File: config.mk
export PLATFORM = sky130hd
export DESIGN_NAME = md5_byte_stream_hasher_unit_flat
export DESIGN_NICKNAME = d
export VERILOG_FILES = /design/src/hw/rtl/md5bsh_pkg.sv /design/src/hw/rtl/md5bsh_if.sv /design/src/hw/rtl/md5_byte_stream_hasher_unit.sv /design/src/flat_wrapper.sv
export SDC_FILE = /design/constraint.sdc
export NUM_CORES = 2
export LEC_CHECK = 0
export ABC_CLOCK_PERIOD_IN_PS = 11900
export BUFFER_PORTS_ARGS = -buffer_cell sky130_fd_sc_hd__buf_2
export CORE_MARGIN = 1
export CORE_UTILIZATION = 35
export CTS_BUF_LIST = sky130_fd_sc_hd__clkbuf_8
export DETAILED_ROUTE_END_ITERATION = 8
export GPL_TIMING_DRIVEN = 0
export PLACE_DENSITY_LB_ADDON = 0.25
export SLEW_MARGIN = 25
export SYNTH_ARGS = -nofsm -noshare
export SYNTH_HDL_FRONTEND = slang
export SYNTH_SLANG_ARGS = --single-unit
File: constraint.sdc
create_clock -name clk -period 11.9 [get_ports clk]
set_input_delay 1.19 -clock clk [delete_from_list [all_inputs] [get_ports clk]]
set_output_delay 1.19 -clock clk [all_outputs]
set_load 0.1 [all_outputs]
File: src/hw/rtl/md5bsh_pkg.sv
// Package of the MD5 byte stream hasher: codes, state type, MD5 tables and
// the round function. Used by the top level and the bench.
package md5bsh_pkg;

  localparam logic CMD_ABSORB = 1'b0;
  localparam logic CMD_FINISH = 1'b1;

  localparam logic [7:0] PAD_MARK = 8'h80;
  localparam logic [5:0] LEN_FIRST_POS = 6'd56;
  localparam logic [5:0] LAST_POS = 6'd63;
  localparam logic [6:0] ROUND_END = 7'd64;

  typedef enum logic [2:0] {
    ST_IDLE,
    ST_PAD,
    ST_COMP,
    ST_FOLD,
    ST_FIN
  } hash_state_t;

  localparam logic [31:0] CHAIN_INIT [4] = '{
    32'h67452301, 32'hefcdab89, 32'h98badcfe, 32'h10325476
  };

  localparam logic [31:0] ROUND_K [64] = '{
    32'hd76aa478, 32'he8c7b756, 32'h242070db, 32'hc1bdceee,
    32'hf57c0faf, 32'h4787c62a, 32'ha8304613, 32'hfd469501,
    32'h698098d8, 32'h8b44f7af, 32'hffff5bb1, 32'h895cd7be,
    32'h6b901122, 32'hfd987193, 32'ha679438e, 32'h49b40821,
    32'hf61e2562, 32'hc040b340, 32'h265e5a51, 32'he9b6c7aa,
    32'hd62f105d, 32'h02441453, 32'hd8a1e681, 32'he7d3fbc8,
    32'h21e1cde6, 32'hc33707d6, 32'hf4d50d87, 32'h455a14ed,
    32'ha9e3e905, 32'hfcefa3f8, 32'h676f02d9, 32'h8d2a4c8a,
    32'hfffa3942, 32'h8771f681, 32'h6d9d6122, 32'hfde5380c,
    32'ha4beea44, 32'h4bdecfa9, 32'hf6bb4b60, 32'hbebfbc70,
    32'h289b7ec6, 32'heaa127fa, 32'hd4ef3085, 32'h04881d05,
    32'hd9d4d039, 32'he6db99e5, 32'h1fa27cf8, 32'hc4ac5665,
    32'hf4292244, 32'h432aff97, 32'hab9423a7, 32'hfc93a039,
    32'h655b59c3, 32'h8f0ccc92, 32'hffeff47d, 32'h85845dd1,
    32'h6fa87e4f, 32'hfe2ce6e0, 32'ha3014314, 32'h4e0811a1,
    32'hf7537e82, 32'hbd3af235, 32'h2ad7d2bb, 32'heb86d391
  };

  localparam logic [4:0] ROT_AMT [16] = '{
    5'd7, 5'd12, 5'd17, 5'd22, 5'd5, 5'd9, 5'd14, 5'd20,
    5'd4, 5'd11, 5'd16, 5'd23, 5'd6, 5'd10, 5'd15, 5'd21
  };

  // Message word used by a round.
  function automatic logic [3:0] msg_index(input logic [5:0] rnd);
    logic [3:0] i4;
    logic [3:0] g;
    i4 = rnd[3:0];
    unique case (rnd[5:4])
      2'd0: g = i4;
      2'd1: g = 4'(i4 * 4'd5 + 4'd1);
      2'd2: g = 4'(i4 * 4'd3 + 4'd5);
      default: g = 4'(i4 * 4'd7);
    endcase
    return g;
  endfunction

  // New b word of one MD5 round.
  function automatic logic [31:0] md5_round(
    input logic [31:0] a,
    input logic [31:0] b,
    input logic [31:0] c,
    input logic [31:0] d,
    input logic [31:0] w,
    input logic [5:0]  rnd
  );
    logic [31:0] f;
    logic [31:0] sum;
    logic [63:0] dbl;
    unique case (rnd[5:4])
      2'd0: f = (b & c) | (~b & d);
      2'd1: f = (b & d) | (c & ~d);
      2'd2: f = b ^ c ^ d;
      default: f = c ^ (b | ~d);
    endcase
    sum = a + f + w + ROUND_K[rnd];
    dbl = {sum, sum} << ROT_AMT[{rnd[5:4], rnd[1:0]}];
    return dbl[63:32] + b;
  endfunction

endpackage

File: src/hw/rtl/md5bsh_if.sv
// Valid/ready channel interfaces of the MD5 byte stream hasher.
// Standalone; no package needed.
interface md5bsh_byte_if;
  logic       valid;
  logic       ready;
  logic       command;
  logic [7:0] data_byte;

  modport source (output valid, output command, output data_byte, input ready);
  modport sink (input valid, input command, input data_byte, output ready);
endinterface

interface md5bsh_digest_if;
  logic        valid;
  logic        ready;
  logic [63:0] digest_part;
  logic        part_index;
  logic        last_part;

  modport source (output valid, output digest_part, output part_index, output last_part,
                  input ready);
  modport sink (input valid, input digest_part, input part_index, input last_part,
                output ready);
endinterface

File: src/hw/rtl/md5_byte_stream_hasher_unit.sv
// Streaming MD5 hasher: absorbs message bytes, pads on finish, emits the digest.
// Depends on md5bsh_pkg and the channel interfaces in md5bsh_if.sv.
//
// Each word on msg carries a command: absorb (store data_byte) or finish (pad
// the message and produce its digest). When a byte completes a 64-byte
// block, the block is compressed: a step to prime the buffer read, 64 rounds
// at one round per cycle, and a step to fold the result into the chain value.
// New bytes are not accepted while a block is compressed, since intake and
// the round engine share the one block buffer memory. A finish writes the
// padding one byte per cycle from the fill position to the end of the block,
// compresses, and when fewer than 9 bytes of room remained it pads and
// compresses a second block. It then waits for any previous digest to leave.
// The digest leaves on the digest channel as two 64-bit words, part 0
// (digest bytes 0..7, first byte in bits 7..0) then part 1 with last_part
// set. The digest sits in its own output register, so new message bytes are
// accepted while it drains; a later finish waits until the previous digest
// is taken. The chain value and byte count return to their initial values
// after each finish. No clearing pass is needed after reset.
module md5_byte_stream_hasher_unit (
  input  logic                   clk,
  input  logic                   rst,
  md5bsh_byte_if.sink            msg,
  md5bsh_digest_if.source        digest
);
  import md5bsh_pkg::*;

  // Block buffer: 16 little-endian words, written one byte lane at a time.
  logic [31:0] block_mem [16];
  logic [31:0] rd_data;
  logic [3:0]  rd_addr;
  logic        wr_en;
  logic [5:0]  wr_pos;
  logic [7:0]  wr_byte;

  hash_state_t state, state_next;
  logic [63:0] count, count_next;
  logic [5:0]  pad_pos, pad_pos_next;
  logic        wrap, wrap_next;
  logic        second, second_next;
  logic        finishing, finishing_next;
  logic [6:0]  cnt, cnt_next;
  logic [31:0] a, b, c, d;
  logic [31:0] a_next, b_next, c_next, d_next;
  logic [31:0] chain [4];
  logic [31:0] chain_next [4];
  logic        out_valid, out_valid_next;
  logic        out_part, out_part_next;
  logic [63:0] dig_lo, dig_hi;
  logic        load_out;

  logic        msg_fire;
  logic        out_fire;
  logic [63:0] bit_len;
  logic [7:0]  pad_byte;
  logic        final_blk;
  logic [5:0]  rnd;

  assign msg.ready          = (state == ST_IDLE);
  assign msg_fire           = msg.valid & msg.ready;
  assign out_fire           = digest.valid & digest.ready;
  assign digest.valid       = out_valid;
  assign digest.part_index  = out_part;
  assign digest.last_part   = out_part;
  assign digest.digest_part = out_part ? dig_hi : dig_lo;

  assign bit_len   = {count[60:0], 3'b000};
  assign final_blk = !wrap || second;
  assign rnd       = cnt[5:0] - 6'd1;

  // Padding byte for the current pad position.
  always_comb begin
    if (!second && pad_pos == count[5:0]) begin
      pad_byte = PAD_MARK;
    end else if (final_blk && pad_pos >= LEN_FIRST_POS) begin
      pad_byte = bit_len[{pad_pos[2:0], 3'b000} +: 8];
    end else begin
      pad_byte = 8'h00;
    end
  end

  // Buffer memory. The sequencer never reads and writes in the same state,
  // and the first round read comes in the cycle after the last byte write.
  always_ff @(posedge clk) begin
    if (wr_en) begin
      block_mem[wr_pos[5:2]][{wr_pos[1:0], 3'b000} +: 8] <= wr_byte;
    end
    rd_data <= block_mem[rd_addr];
  end

  always_ff @(posedge clk) begin
    if (rst) begin
      state     <= ST_IDLE;
      count     <= '0;
      finishing <= 1'b0;
      out_valid <= 1'b0;
      out_part  <= 1'b0;
      for (int i = 0; i < 4; i++) begin
        chain[i] <= CHAIN_INIT[i];
      end
    end else begin
      state     <= state_next;
      count     <= count_next;
      finishing <= finishing_next;
      out_valid <= out_valid_next;
      out_part  <= out_part_next;
      for (int i = 0; i < 4; i++) begin
        chain[i] <= chain_next[i];
      end
    end
  end

  // Working registers and digest payload.
  always_ff @(posedge clk) begin
    pad_pos <= pad_pos_next;
    wrap    <= wrap_next;
    second  <= second_next;
    cnt     <= cnt_next;
    a       <= a_next;
    b       <= b_next;
    c       <= c_next;
    d       <= d_next;
    if (load_out) begin
      dig_lo <= {chain[1], chain[0]};
      dig_hi <= {chain[3], chain[2]};
    end
  end

  always_comb begin
    state_next     = state;
    count_next     = count;
    pad_pos_next   = pad_pos;
    wrap_next      = wrap;
    second_next    = second;
    finishing_next = finishing;
    cnt_next       = cnt;
    a_next         = a;
    b_next         = b;
    c_next         = c;
    d_next         = d;
    chain_next     = chain;
    out_valid_next = out_valid;
    out_part_next  = out_part;
    load_out       = 1'b0;
    wr_en          = 1'b0;
    wr_pos         = count[5:0];
    wr_byte        = msg.data_byte;
    rd_addr        = msg_index(cnt[5:0]);

    // Drain the digest: part 0, then part 1.
    if (out_fire) begin
      if (!out_part) begin
        out_part_next = 1'b1;
      end else begin
        out_valid_next = 1'b0;
      end
    end

    unique case (state)
      ST_IDLE: begin
        if (msg_fire) begin
          unique case (msg.command)
            CMD_ABSORB: begin
              wr_en      = 1'b1;
              count_next = count + 64'd1;
              if (count[5:0] == LAST_POS) begin
                cnt_next       = '0;
                finishing_next = 1'b0;
                a_next         = chain[0];
                b_next         = chain[1];
                c_next         = chain[2];
                d_next         = chain[3];
                state_next     = ST_COMP;
              end
            end
            CMD_FINISH: begin
              pad_pos_next   = count[5:0];
              wrap_next      = (count[5:0] >= LEN_FIRST_POS - 6'd1) &&
                               (count[5:0] != LEN_FIRST_POS - 6'd1);
              second_next    = 1'b0;
              finishing_next = 1'b1;
              state_next     = ST_PAD;
            end
            default: begin
              state_next = ST_IDLE;
            end
          endcase
        end
      end
      ST_PAD: begin
        wr_en        = 1'b1;
        wr_pos       = pad_pos;
        wr_byte      = pad_byte;
        pad_pos_next = pad_pos + 6'd1;
        if (pad_pos == LAST_POS) begin
          cnt_next   = '0;
          a_next     = chain[0];
          b_next     = chain[1];
          c_next     = chain[2];
          d_next     = chain[3];
          state_next = ST_COMP;
        end
      end
      ST_COMP: begin
        // Read word for round cnt; rd_data holds the word for round cnt-1.
        if (cnt != '0) begin
          a_next = d;
          d_next = c;
          c_next = b;
          b_next = md5_round(a, b, c, d, rd_data, rnd);
        end
        cnt_next = cnt + 7'd1;
        if (cnt == ROUND_END) begin
          state_next = ST_FOLD;
        end
      end
      ST_FOLD: begin
        chain_next[0] = chain[0] + a;
        chain_next[1] = chain[1] + b;
        chain_next[2] = chain[2] + c;
        chain_next[3] = chain[3] + d;
        if (!finishing) begin
          state_next = ST_IDLE;
        end else if (wrap && !second) begin
          second_next  = 1'b1;
          pad_pos_next = '0;
          state_next   = ST_PAD;
        end else begin
          state_next = ST_FIN;
        end
      end
      ST_FIN: begin
        // Hold until the previous digest has left.
        if (!out_valid) begin
          load_out       = 1'b1;
          out_valid_next = 1'b1;
          out_part_next  = 1'b0;
          finishing_next = 1'b0;
          count_next     = '0;
          chain_next     = CHAIN_INIT;
          state_next     = ST_IDLE;
        end
      end
      default: begin
        state_next = ST_IDLE;
      end
    endcase
  end

endmodule

File: src/flat_wrapper.sv
// flat-port wrapper written by rule: the top's interface ports become plain ports
module md5_byte_stream_hasher_unit_flat import md5bsh_pkg::*;
  (clk, rst, msg_valid, msg_command, msg_data_byte, msg_ready, digest_valid, digest_digest_part, digest_part_index, digest_last_part, digest_ready);
  md5bsh_byte_if msg_i ();
  md5bsh_digest_if digest_i ();
  input  logic clk;
  input  logic rst;
  input wire logic [$bits(msg_i.valid)-1:0] msg_valid;
  input wire logic [$bits(msg_i.command)-1:0] msg_command;
  input wire logic [$bits(msg_i.data_byte)-1:0] msg_data_byte;
  output wire logic [$bits(msg_i.ready)-1:0] msg_ready;
  output wire logic [$bits(digest_i.valid)-1:0] digest_valid;
  output wire logic [$bits(digest_i.digest_part)-1:0] digest_digest_part;
  output wire logic [$bits(digest_i.part_index)-1:0] digest_part_index;
  output wire logic [$bits(digest_i.last_part)-1:0] digest_last_part;
  input wire logic [$bits(digest_i.ready)-1:0] digest_ready;
  assign msg_i.valid = msg_valid;
  assign msg_i.command = msg_command;
  assign msg_i.data_byte = msg_data_byte;
  assign msg_ready = msg_i.ready;
  assign digest_valid = digest_i.valid;
  assign digest_digest_part = digest_i.digest_part;
  assign digest_part_index = digest_i.part_index;
  assign digest_last_part = digest_i.last_part;
  assign digest_i.ready = digest_ready;
  md5_byte_stream_hasher_unit u_core (.clk(clk), .rst(rst), .msg(msg_i), .digest(digest_i));
endmodule
# Word level (Yosys, flattened, before mapping)
# Memory sizes are Yosys's and may differ from the RTL's. A register that Yosys moved wholly into a read port is not among the register bits.
# Index checks and enable logic that the tools add are counted.
# Widths: inputs -> output; s select.
# word_totals
mem_bits_rw	512
n_memories	3
regBits	469
latch_bits	0
output_inout_bits	68
input_bits	13
wordCells	200
mem_bits_ro	2128
# classes
div	0
add_sub_neg	15
eq_ne	24
n_bitwise	17
mux	86
shifts	4
n_reduce_logical	25
order_cmp	4
mul	3
# memory_table
name	depth	width	rd	rd_ports_with_merged_regs	wr	line	rtl
(name not given)	64	32	1	0	0	md5bsh_pkg.sv:81	sum = a + f + w + ROUND_K[rnd];
u_core.block_mem	16	32	1	1	1	md5_byte_stream_hasher_unit.sv:28	logic [31:0] block_mem [16];
(name not given)	16	5	1	0	0	md5bsh_pkg.sv:82	dbl = {sum, sum} << ROT_AMT[{rnd[5:4], rnd[1:0]}];
# op_table
cell	count
$mux 32	25
$pmux 32 s3	5
$add 32x32->32	8
$mux 64	4
$pmux 128 s2	1
$and 32x32->32	4
$mux 128	1
$pmux 64 s2	1
$or 32x32->32	3
$xor 32x32->32	3
$add 64x1->64 const B	1
$not 32->32	2
$shiftx 64x7->8	1
$shl 64x5->64	1
$shift 8x7->32 const A	1
$shiftx 8x7->32	1
$mux 6	5
$mux 7	4
$mux 8	3
$mux 3	7
$pmux 7 s3	1
$reduce_and 5->1	4
$mux 1	19
$pmux 6 s3	1
other kinds (44)	72

# Logic depth before layout (Yosys ltp)
# depth
ltp_word	13
mapped_depth	49
ltp_nobuf	42

# Worst setup path after synthesis
# No wires, ideal clock.
# synth_path
path_type	flip-flop to flip-flop
start	register u_core.cnt[0]
end	register u_core.b[30] (data pin)
slack_ps	580
t_arrival_ps	11050
path_stages_with_launch	46
setup_time_ps	270
synth_period_minus_slack_ps	11320
path_buffers	7
required_ps	11630
path_cell_list	edfxtp_1 clkbuf_1 clkinv_1 ha_1 clkbuf_1 inv_1 ha_1 clkbuf_1 clkbuf_1 inv_1 clkbuf_1 buf_1 buf_1 ha_1 a21oi_1 mux4_2 fa_1 inv_1 [10 not listed] xnor2_1 mux4_2 o21ai_0 mux2i_1 mux2_2 ha_1 a21o_1 a21o_1 a2111oi_0 o31ai_1 a21o_1 a211oi_1 o31a_1 a211o_1 o21ai_0 a21oi_1 xor2_1 o21ai_0
# synth_between
elab_cells_between_ends	22
cone_classes	5 x add/sub; 2 x eq/ne; 1 x shift; 9 x mux; 2 x bitwise; 1 x reduce/logical; 2 x memory
# synth_rtl
element	line	rtl
start, declared	md5_byte_stream_hasher_unit.sv:41	logic [6:0] cnt, cnt_next;
start signal, assigned	md5_byte_stream_hasher_unit.sv:117	cnt <= cnt_next;
$sub 6x1->6 *	md5_byte_stream_hasher_unit.sv:68	assign rnd = cnt[5:0] - 6'd1;
named net u_core.rnd[0]	md5_byte_stream_hasher_unit.sv:56	logic [5:0] rnd;
$not 6->7 (not written as such)	md5bsh_pkg.sv:81	
$mem_v2 64x32	--	
$mux 32 (not written as such) (2 in series)	md5bsh_pkg.sv:81	
$add 32x32->32	md5bsh_pkg.sv:81	
$shl 64x5->64 *	md5bsh_pkg.sv:82	
$add 32x32->32 *	md5bsh_pkg.sv:83	return dbl[63:32] + b;
$mux 32 *	md5_byte_stream_hasher_unit.sv:205	if (cnt != '0) begin
$pmux 32 s3 *	md5_byte_stream_hasher_unit.sv:158	unique case (state)
named net u_core.b_next[30]	md5_byte_stream_hasher_unit.sv:43	logic [31:0] a_next, b_next, c_next, d_next;
end signal, assigned	md5_byte_stream_hasher_unit.sv:119	b <= b_next;
end, declared	md5_byte_stream_hasher_unit.sv:42	logic [31:0] a, b, c, d;
# The timed path passes the listed nets; every way through them passes the cells marked *. The select of a mux whose other input is x is not followed.
# A chain may end at the register's enable or synchronous reset.

# Worst setup path in the final report
# layout_path
start	register u_core.cnt[2]
end	register u_core.b[30] (data pin)
# layout_between
elab_chain_cells	12
elab_cells_between_ends	22
cone_classes	5 x add/sub; 2 x eq/ne; 1 x shift; 9 x mux; 2 x bitwise; 1 x reduce/logical; 2 x memory
# layout_rtl
element	line	rtl
$sub 6x1->6 *	md5_byte_stream_hasher_unit.sv:68	
$eq 2x2->1 (tied with other cells)	md5bsh_pkg.sv:75	unique case (rnd[5:4])
$pmux 32 s3	md5bsh_pkg.sv:75	
$mux 32	md5_byte_stream_hasher_unit.sv:205	
$mux 32	md5_byte_stream_hasher_unit.sv:158	
$add 32x32->32 (3 in series)	md5bsh_pkg.sv:81	
$shl 64x5->64 *	md5bsh_pkg.sv:82	
$add 32x32->32 *	md5bsh_pkg.sv:83	
$mux 32 *	md5_byte_stream_hasher_unit.sv:205	
$pmux 32 s3 *	md5_byte_stream_hasher_unit.sv:158	
named net u_core.b_next[30]	md5_byte_stream_hasher_unit.sv:43	
# Marks and branches as above.

==> flow_summary.toml <==
[synthesis]
synthesis.area_mm2 = 0.05724
yosys-top-cells-area = "edfxtp_1 (41%), dfxtp_1 (7.9%), mux4_2 (5.8%), ha_1 (5.0%), nand2_1 (4.7%)"
synth_seq_cells = 1010
synth-main-ff-cell = "edfxtp_1"
yosysTopAreaCell = "edfxtp_1"
yosys.area.top_type_share_pct = 41.08
synth_enable_flop_cells = 783
avgSynthCellArea_um2 = 10.69
syn-num-nets = 5665
synth.distinct_cells = 80
synthCells = 5352
yosysSeqAreaShare_pct = 49.02
yosys_warnings = 0
async_flop_share_pct = 0

[timing]
tightest_slew_ns = 1.184
min_period_ns = 11.61
fmax_mhz = 86.16
final.setup_skew_ns = 0.04222
rsz0062_at_grt = "yes"
slew_viol_final = 0
final_hold_viol_count = 0
setup_tns_ns = 0
slew_headroom_pct = 21.08
finalCritPeriodShare_pct = 97.54
finalSetupViolations = 0

[global_route]
antenna_found_initial = 4
grt_pass1_vias = 43720
grt.overflow.total = 0
grt_max_degree = 53
grt_pass1_wl_um = 305200
track_usage_pct = 25.60

[job]
cap_violations = 0

[clock_tree]
clock-sinks = 1010
clock_tree.buffer_depth = 3
cts_root_buf = "clkbuf_8"
cts_tree = "yes"
htreeDepth = 4
clk_pin_slew_ns = 0.07
hold_buffers = 0
cts_inserted_buffers = 167
clk_latency_ns = 0.92

[floorplanning]
die_y_um = 406.4
ioPinCount = 81
die-area_mm2 = 0.1652
start_util_pct = 35.20
placementRows = 148
coreArea_mm2 = 0.1626
die_w_um = 406.4

[final_layout]
area.growth.synth_to_final_pct = 12.60
fin_nets = 5939
final_layout_size_suffix_gt1_share_pct = 12.99
final_common_cell = "edfxtp_1"
fin_cells = 7942
layout_common_cells = "edfxtp_1 (783), nand2_1 (714), nor2_1 (424), o21ai_0 (343), a21oi_1 (340)"

[outcome]
status = "completed"

[worst_setup_path]
timing.rr.start = "u_core.cnt[2]"
start_kind = "register"
worstSetupPathType = "register to register"
cp_slowest_cell = "fa_1"
crit_path_max_incr_delay_ns = 0.64
cp.required_ns = 12.53
critPathMaxFanout = 12
arrival_ns = 12.23
crit_path_end_kind = "register"
cp-startpoint = "u_core.cnt[2]"

[route]
drc = 0
vias = 45280
ant_nets = 0
via_per_inst = 5.702
drt_iter0_markers = 4894
wl_per_cell_um = 26.92
wl_um = 213800
drt_pass1_iterations = 7

[worst_hold_path]
worstHoldPathType = "register to register"
worstHoldStart = "u_core.chain[47]"

[placed_design]
gp_congestion = 1.018
hpwl_um = 160000
dp_cells = 7612
io_buffers = 78
-- registers in the layout, indices dropped and copies added, names as in the netlist --
| signal | count |
|---|---|
| u_core.block_mem | 512 |
| u_core.chain | 128 |
| u_core.dig_hi | 64 |
| u_core.dig_lo | 64 |
| u_core.count | 61 |
| u_core.a | 32 |
| u_core.b | 32 |
| u_core.c | 32 |
| u_core.d | 32 |
| u_core.rd_data | 32 |
| u_core.cnt | 7 |
| u_core.pad_pos | 6 |
| u_core.state | 3 |
| u_core.digest.last_part | 1 |
| u_core.digest.valid | 1 |
| u_core.finishing | 1 |
| u_core.second | 1 |
| u_core.wrap | 1 |
-- final cells by class --
class                           instances  area [µm²]
Fill cell                           15970       98140
Tap cell                             2175        2721
Buffer                                297        1309
Clock buffer                          185        2546
Antenna cell                            7       17.52
Inverter                              217       838.3
Sequential cell                      1010       28060
Clock inverter                        118       636.9
Multi-Input combinational cell       3823       27600
Timing Repair Buffer                  110       719.4
-- per-layer routing --
layer,global-route usage [%],vias up,share of wire (%)
met3,4.334,464,7.8
met2,40.80,2087,46
met5,0,-,0
met1,33.93,22510,42
li1,-,20230,-
met4,11.70,0,4.7
-- Yosys cell counts, drive strengths merged, types with 133 or more instances --
master / instances
mux4: 148
o21ai: 362
xnor2: 160
a21oi: 346
edfxtp: 783
nor2: 442
xor2: 133
inv: 216
clkbuf: 237
ha: 229
dfxtp: 227
nand2: 716
-- critical path, delay by kind of cell (launching register included) --
family | cells | cell delay, ns
XOR/XNOR | 2 | 0.33
AO/OA/AOI/OAI | 20 | 4.48
flip-flops | 1 | 0.36
buffers and inverters | 8 | 1.74
AND/OR/NAND/NOR | 5 | 1.37
multiplexers | 3 | 0.69
adder cells (fa/ha/maj) | 6 | 2.32
-- path summary, 6_finish.rpt --
path / end / slack, ns / cells past startpoint
hold reg to reg: u_core.dig_hi[15] / 0.48 / 0
setup / recovery: u_core.b[30] / 0.29 / 44
setup reg to reg: u_core.b[30] / 0.29 / 44
hold / removal: u_core.dig_hi[15] / 0.48 / 0
-- repair_timing --
item / 4_1_cts / 5_1_grt
setup endpoints to repair: 32 / 14
pin swaps: 4 / 14
cloned: 0 / 0
buffers inserted: 10 / 15
resized for setup: 124 / 55
-- stage by stage --
stage / hold WS (ns) / instance area (µm²) / util [%] / setup slack [ns]
floorplan: 0.4082 / 57240 / - / 0.5804
CTS: 0.4750 / 64170 / 39.47 / 0.01271
detailed placement: 0.4830 / 60570 / 37.25 / -4.786
finish: 0.4790 / 64450 / 39.64 / 0.2932
global route: 0.4945 / 64440 / 39.63 / -0.03649
global placement: 0.4741 / 60350 / 37.12 / -5.360
-- kinds of logic (layout without fill, tap and decap cells) --
logic type	after synthesis	after routing	synth area share (%)
multiplexers	353	353	9.599
AO/OA/AOI/OAI	1278	1278	13.83
adder cells (fa/ha/maj)	300	300	7.489
buffers and inverters	519	927	3.419
XOR/XNOR	293	293	4.483
other	0	7	0
flip-flops	1010	1010	49.02
AND/OR/NAND/NOR	1599	1599	12.17
Power is left out: the tool's default activity adds up to more than one toggle a clock period on the data nets, which glitch-free logic cannot reach.
